**config.mk**
```make
export PLATFORM = sky130hd
export DESIGN_NAME = tdclc_store
export DESIGN_NICKNAME = d
export VERILOG_FILES = /design/src/rtl/tdclc_pkg.sv /design/src/rtl/tdclc_store.sv
export SDC_FILE = /design/constraint.sdc
export NUM_CORES = 1
export LEC_CHECK = 0
export BUFFER_PORTS_ARGS = -buffer_cell sky130_fd_sc_hd__buf_2
export CORE_MARGIN = 1.5
export CORE_UTILIZATION = 55
export DETAILED_ROUTE_END_ITERATION = 16
export GPL_TIMING_DRIVEN = 0
export PLACE_DENSITY = 0.77
export SYNTH_ARGS = -nofsm -noshare
export SYNTH_HDL_FRONTEND = slang
export SYNTH_SLANG_ARGS = --single-unit
```
**constraint.sdc**
```tcl
create_clock -name clk_i -period 4.5 [get_ports clk_i]
set_clock_uncertainty 0.2 [all_clocks]
set_input_delay 0.225 -clock clk_i [delete_from_list [all_inputs] [get_ports clk_i]]
set_output_delay 0.225 -clock clk_i [all_outputs]
set_load 0.01 [all_outputs]
```
**src/rtl/tdclc_pkg.sv**
```systemverilog
// Package: shared constants and types of the tile color limit checker.
package tdclc_pkg;

  localparam int unsigned PALETTE_SIZE_DEF = 16;
  localparam int unsigned COLOR_W          = 32;
  localparam int unsigned OUT_CNT_W        = 5;
  localparam int unsigned COUNT_SAT        = 31;
  localparam logic [COLOR_W-1:0] TRANSP_RESET = 32'hFF00_FFFF;

  typedef enum logic [1:0] {
    ST_IDLE,
    ST_SCAN,
    ST_DONE
  } tdclc_state_e;

endpackage

```
**src/rtl/tdclc_store.sv**
```systemverilog
// Color store: one write port, one read port with registered read data.
module tdclc_store #(
  parameter int unsigned DEPTH = tdclc_pkg::PALETTE_SIZE_DEF - 1,
  localparam int unsigned IDX_W = (DEPTH > 1) ? $clog2(DEPTH) : 1
) (
  input  logic                          clk_i,
  input  logic                          wr_en_i,
  input  logic [IDX_W-1:0]              wr_addr_i,
  input  logic [tdclc_pkg::COLOR_W-1:0] wr_data_i,
  input  logic                          rd_en_i,
  input  logic [IDX_W-1:0]              rd_addr_i,
  output logic [tdclc_pkg::COLOR_W-1:0] rd_data_o
);

  logic [tdclc_pkg::COLOR_W-1:0] mem_q [DEPTH];
  logic [tdclc_pkg::COLOR_W-1:0] rd_data_q;

  always_ff @(posedge clk_i) begin
    if (wr_en_i) begin
      mem_q[wr_addr_i] <= wr_data_i;
    end
  end

  always_ff @(posedge clk_i) begin
    if (rd_en_i) begin
      rd_data_q <= mem_q[rd_addr_i];
    end
  end

  assign rd_data_o = rd_data_q;

endmodule
```
After elaboration in Yosys (flattened, before gate mapping)

Memories as Yosys holds them, arrays and structs flattened. A register that Yosys moved wholly into a read port is not among the register bits.
Index checks and enable logic that the tools add are counted.

Register bits after elaboration: 0
Memory bits (writable): 480
Output and inout port bits: 32
Memories kept: 1

Muxes and demuxes: 2

Memory list:

| name  | depth | bits a word | rd ports | clocked after Yosys merged registers in | wr ports | line              | text |
|---|---|---|---|---|---|---|---|
| mem_q | 15    | 32          | 1        | 1                                       | 1        | tdclc_store.sv:15 | `logic [tdclc_pkg::COLOR_W-1:0] mem_q [DEPTH];` |

Operators with widths:

| cell             | number |
|---|---|
| 1-bit 2-to-1 mux | 2 |

Depth between registers and ports, before layout

Word-level depth: 2
Gate-level depth with buffers: 8
Mapped depth without buffers: 4

Worst setup path before layout

Ideal clock, no wire load.

Path kind: in2reg
From: input port wr_addr_i[2]
To: memory mem_q[0][0] (netlist name) (enable)
Library setup time: 0.461 ns
Arrival time: 2.943 ns
Path slack: 0.895 ns
Stages: 2
Cell sequence: or3b_2 nor3_1

RTL lines:

| what        | line              | text |
|---|---|---|
| from (decl) | tdclc_store.sv:8  | `input logic [IDX_W-1:0] wr_addr_i,` |
| to (decl)   | tdclc_store.sv:15 |  |

No word-level cell before the write port.

==> out/qor.yml <==
synthesis:
  yosys.area.top_type_share: 0.8005
  yosysTopAreaCell: "edfxtp_1"
  syn_area_um2: 19210
  synth_nets: 929
  synthTopCellsByArea: "edfxtp_1 (80%), mux4_2 (11%), mux2i_1 (2.0%)"
  netlist_instances: 886
  ys_warn_count: 0
  synth_cell_type_count: 30
  synth.avg_cell_area_um2: 21.68
  yosysSeqAreaShare: 0.8005
  synth_seq_cells: 512
route:
  routed_via_density: 6.258
  dr.pass1.iters: 7
  post_drt_wl_per_cell_um: 27.48
  wirelength_mm: 42.98
  drt_iter0_drc: 1077
  post-route-drc-count: 0
  ant_nets: 0
  dr_total_vias: 9788
die:
  core_um2: 34460
  initial_core_util: 0.5574
  fp.dieW_um: 189.9
  rows: 68
  die-area_um2: 36050
  ioPinCount: 75
  dieHeight_um: 189.9
cts:
  htree_levels: 2
  cts_tree: "built"
  cts_buffers: 50
  post_cts_resized: 0
  ctsHoldBuffers: 36
  clock_path_buffers: 3
  postCtsSetupBuffers: 0
  cts-root-buf: "clkbuf_16"
  path_clk_slew_ns: 0.07
  cts.sinks: 512
  insertion_delay_ns: 0.55
worst_setup_path:
  timing.rr.start: "mem_q[11][7]"
  path_class: "in2reg"
  r2r-end: "rd_data_o[7]"
  worstPathArrival_ns: 2.87
  critPathRequiredTime_ns: 4.62
  critPathMaxFanout: 10
  reg2reg_slack_ns: 2.65
  endpoint_kind: "flop"
  reg2regPathDepth: 3
  start_kind: "primary input"
global_route:
  antenna_found_initial: 3
  gr-total-overflow: 0
  grt-busiest-layer: "met2"
  grtUsageMet2: 0.4096
  grt_max_degree: 33
  grt_use_met1: 0.3242
  grt_pass1_wl_mm: 63.42
  grt_use_met3: 0.03911
  grt_pass1_vias: 10172
  grt_use_total: 0.2445
power_and_ir_drop:
  pwr-share-comb: 0.055
  power.share.switching: 0.2042
  p_leak_nw: 7.351
  p_int_mw: 7.899
  power.share.clock: 0.401
  peakVddDrop_mv: 0.2657
  p_seq_frac: 0.544
  p_sw_mw: 2.026
  powerDensity_nw_per_um2: 440.1
place:
  io_buffers: 70
  dp_slack_ns: 1.814
  place.gp.congestion: 0.7407
  dp_hpwl_mm: 25.64
layout:
  fin_nets: 1112
  area_growth_pct: 17.43
  fill_cells: 2212
  layout-drive-gt1-share: 0.2726
  sequential_cell_area_um2: 15370
  multi_input_area_um2: 3662
job:
  cap_violations: 0
timing:
  holdWs_ns: 0.1685
  finalCritPeriodShare: 0.6118
  drv_slew: 0
  setup_slack_ns: 1.747
  tightestPinTransition_ns: 1.017
  fmax_mhz: 363.2
  slew_headroom: 0.3182
  hold_violations: 0
  grt_setup_unrepaired: "false"
  finalCriticalPeriod_ns: 2.753
  setup_viol: 0
worst_hold_path:
  hp-class: "in2reg"
  worstHoldPathCells: 3
  min_to: "mem_q[3][9]"
  hp-start: "wr_addr_i[3]"
status:
  outcome: "complete, no violations"
## worst max path at each step
stage	startpoint	endpoint	slack (ns)	cells after the start
CTS	rd_addr_i[3]	rd_data_o[28]	1.81	7
global placement	wr_addr_i[3]	mem_q[4][23]	-1.62	3
detailed placement	wr_addr_i[2]	mem_q[0][27]	1.81	5
floorplan	wr_addr_i[2]	mem_q[0][0]	0.90	2
global route	rd_addr_i[3]	rd_data_o[7]	1.66	7
finish	rd_addr_i[3]	rd_data_o[10]	1.75	7
## final cells by class
type                       count  share of cell area
timing repair buffer         131             0.04959
clock inverter                24            0.007767
clock buffer                  67             0.06113
antenna                        1           0.0001110
tap                          455             0.02524
buffer                        45             0.01193
sequential                   512              0.6817
inverter                       1           0.0001664
multi-input combinational    328              0.1624
## flip-flops by register name, summed over array words and instances, names as in the netlist
signal     cells
mem_q        480
rd_data_o     32
## critical path: stages
cell and delay, ns:
dlygate4sd3_1 0.52, buf_2 0.23, inv_1 0.17, nor2_1 0.71
clkbuf_1 0.64, nand2_1 0.13, o211ai_1 0.23
## cells in the mapped netlist
library cell,count
o21ai_0,6
nand2_1,30
a31oi_1,6
or3b_2,1
o22ai_1,4
o21ai_1,2
a22oi_2,1
nor3b_1,2
buf_1,1
clkbuf_2,1
clkbuf_1,8
edfxtp_1,512
nor2b_1,6
nand3b_1,2
nor3_1,4
a21oi_1,26
o211ai_1,26
a22oi_1,29
nand2b_1,7
inv_1,1
mux4_2,92
buf_4,8
buf_2,22
mux2i_1,38
buf_8,1
nor2_1,40
nand3_1,1
a211o_1,4
buf_6,4
or2_2,1
## power groups by stage
| stage | registers (mW) | logic, mW | clock network (mW) |
|---|---|---|---|
| detailed placement | 5.50 | 0.518 | 0 |
| floorplan | 5.51 | 0.269 | 0 |
| CTS | 5.40 | 0.546 | 4.00 |
| finish | 5.40 | 0.545 | 3.98 |
| global placement | 5.50 | 0.481 | 0 |
| global route | 5.41 | 0.581 | 4.18 |
## cell usage in the layout, fill, tap and decap left out, types with 7 or more instances in the layout
cell type	count
a21oi_1	26
a22oi_1	29
buf_12	7
buf_2	92
buf_4	8
buf_6	18
clkbuf_1	22
clkbuf_16	53
clkinv_1	16
dlygate4sd3_1	36
edfxtp_1	512
mux2i_1	38
mux4_2	92
nand2_1	30
nand2b_1	7
nor2_1	29
nor2_4	11
o211ai_1	26
## kinds of logic after synthesis
kind of cell	count (synthesis)	share of synthesized area
AOI/OAI and AO/OA	104	0.03609
buffers and inverters	46	0.01420
and+or+nand+nor	94	0.02156
DFF	512	0.8005
muxes	130	0.1277
## through the flow
stage | utilization | power (mW) | instance area (um2) | std cells | setup TNS, ns
global route | 0.6545 | 10.17 | 22550 | 1564 | 0
finish | 0.6545 | 9.925 | 22550 | 1564 | 0
detailed placement | 0.5989 | 6.019 | 20640 | 1436 | 0
floorplan | - | 5.780 | 19210 | 886 | 0
global placement | 0.5841 | 5.982 | 20130 | 1411 | -172.86
CTS | 0.6545 | 9.954 | 22550 | 1563 | 0
## per-layer routing
layer  wire length, um  vias to the layer above
met5                22                        -
met4              1520                        4
met3              3209                      110
met2             21810                      552
met1             16420                     5056
li1                  -                     4066
No activity file was read; power rests on OpenSTA's default activity.
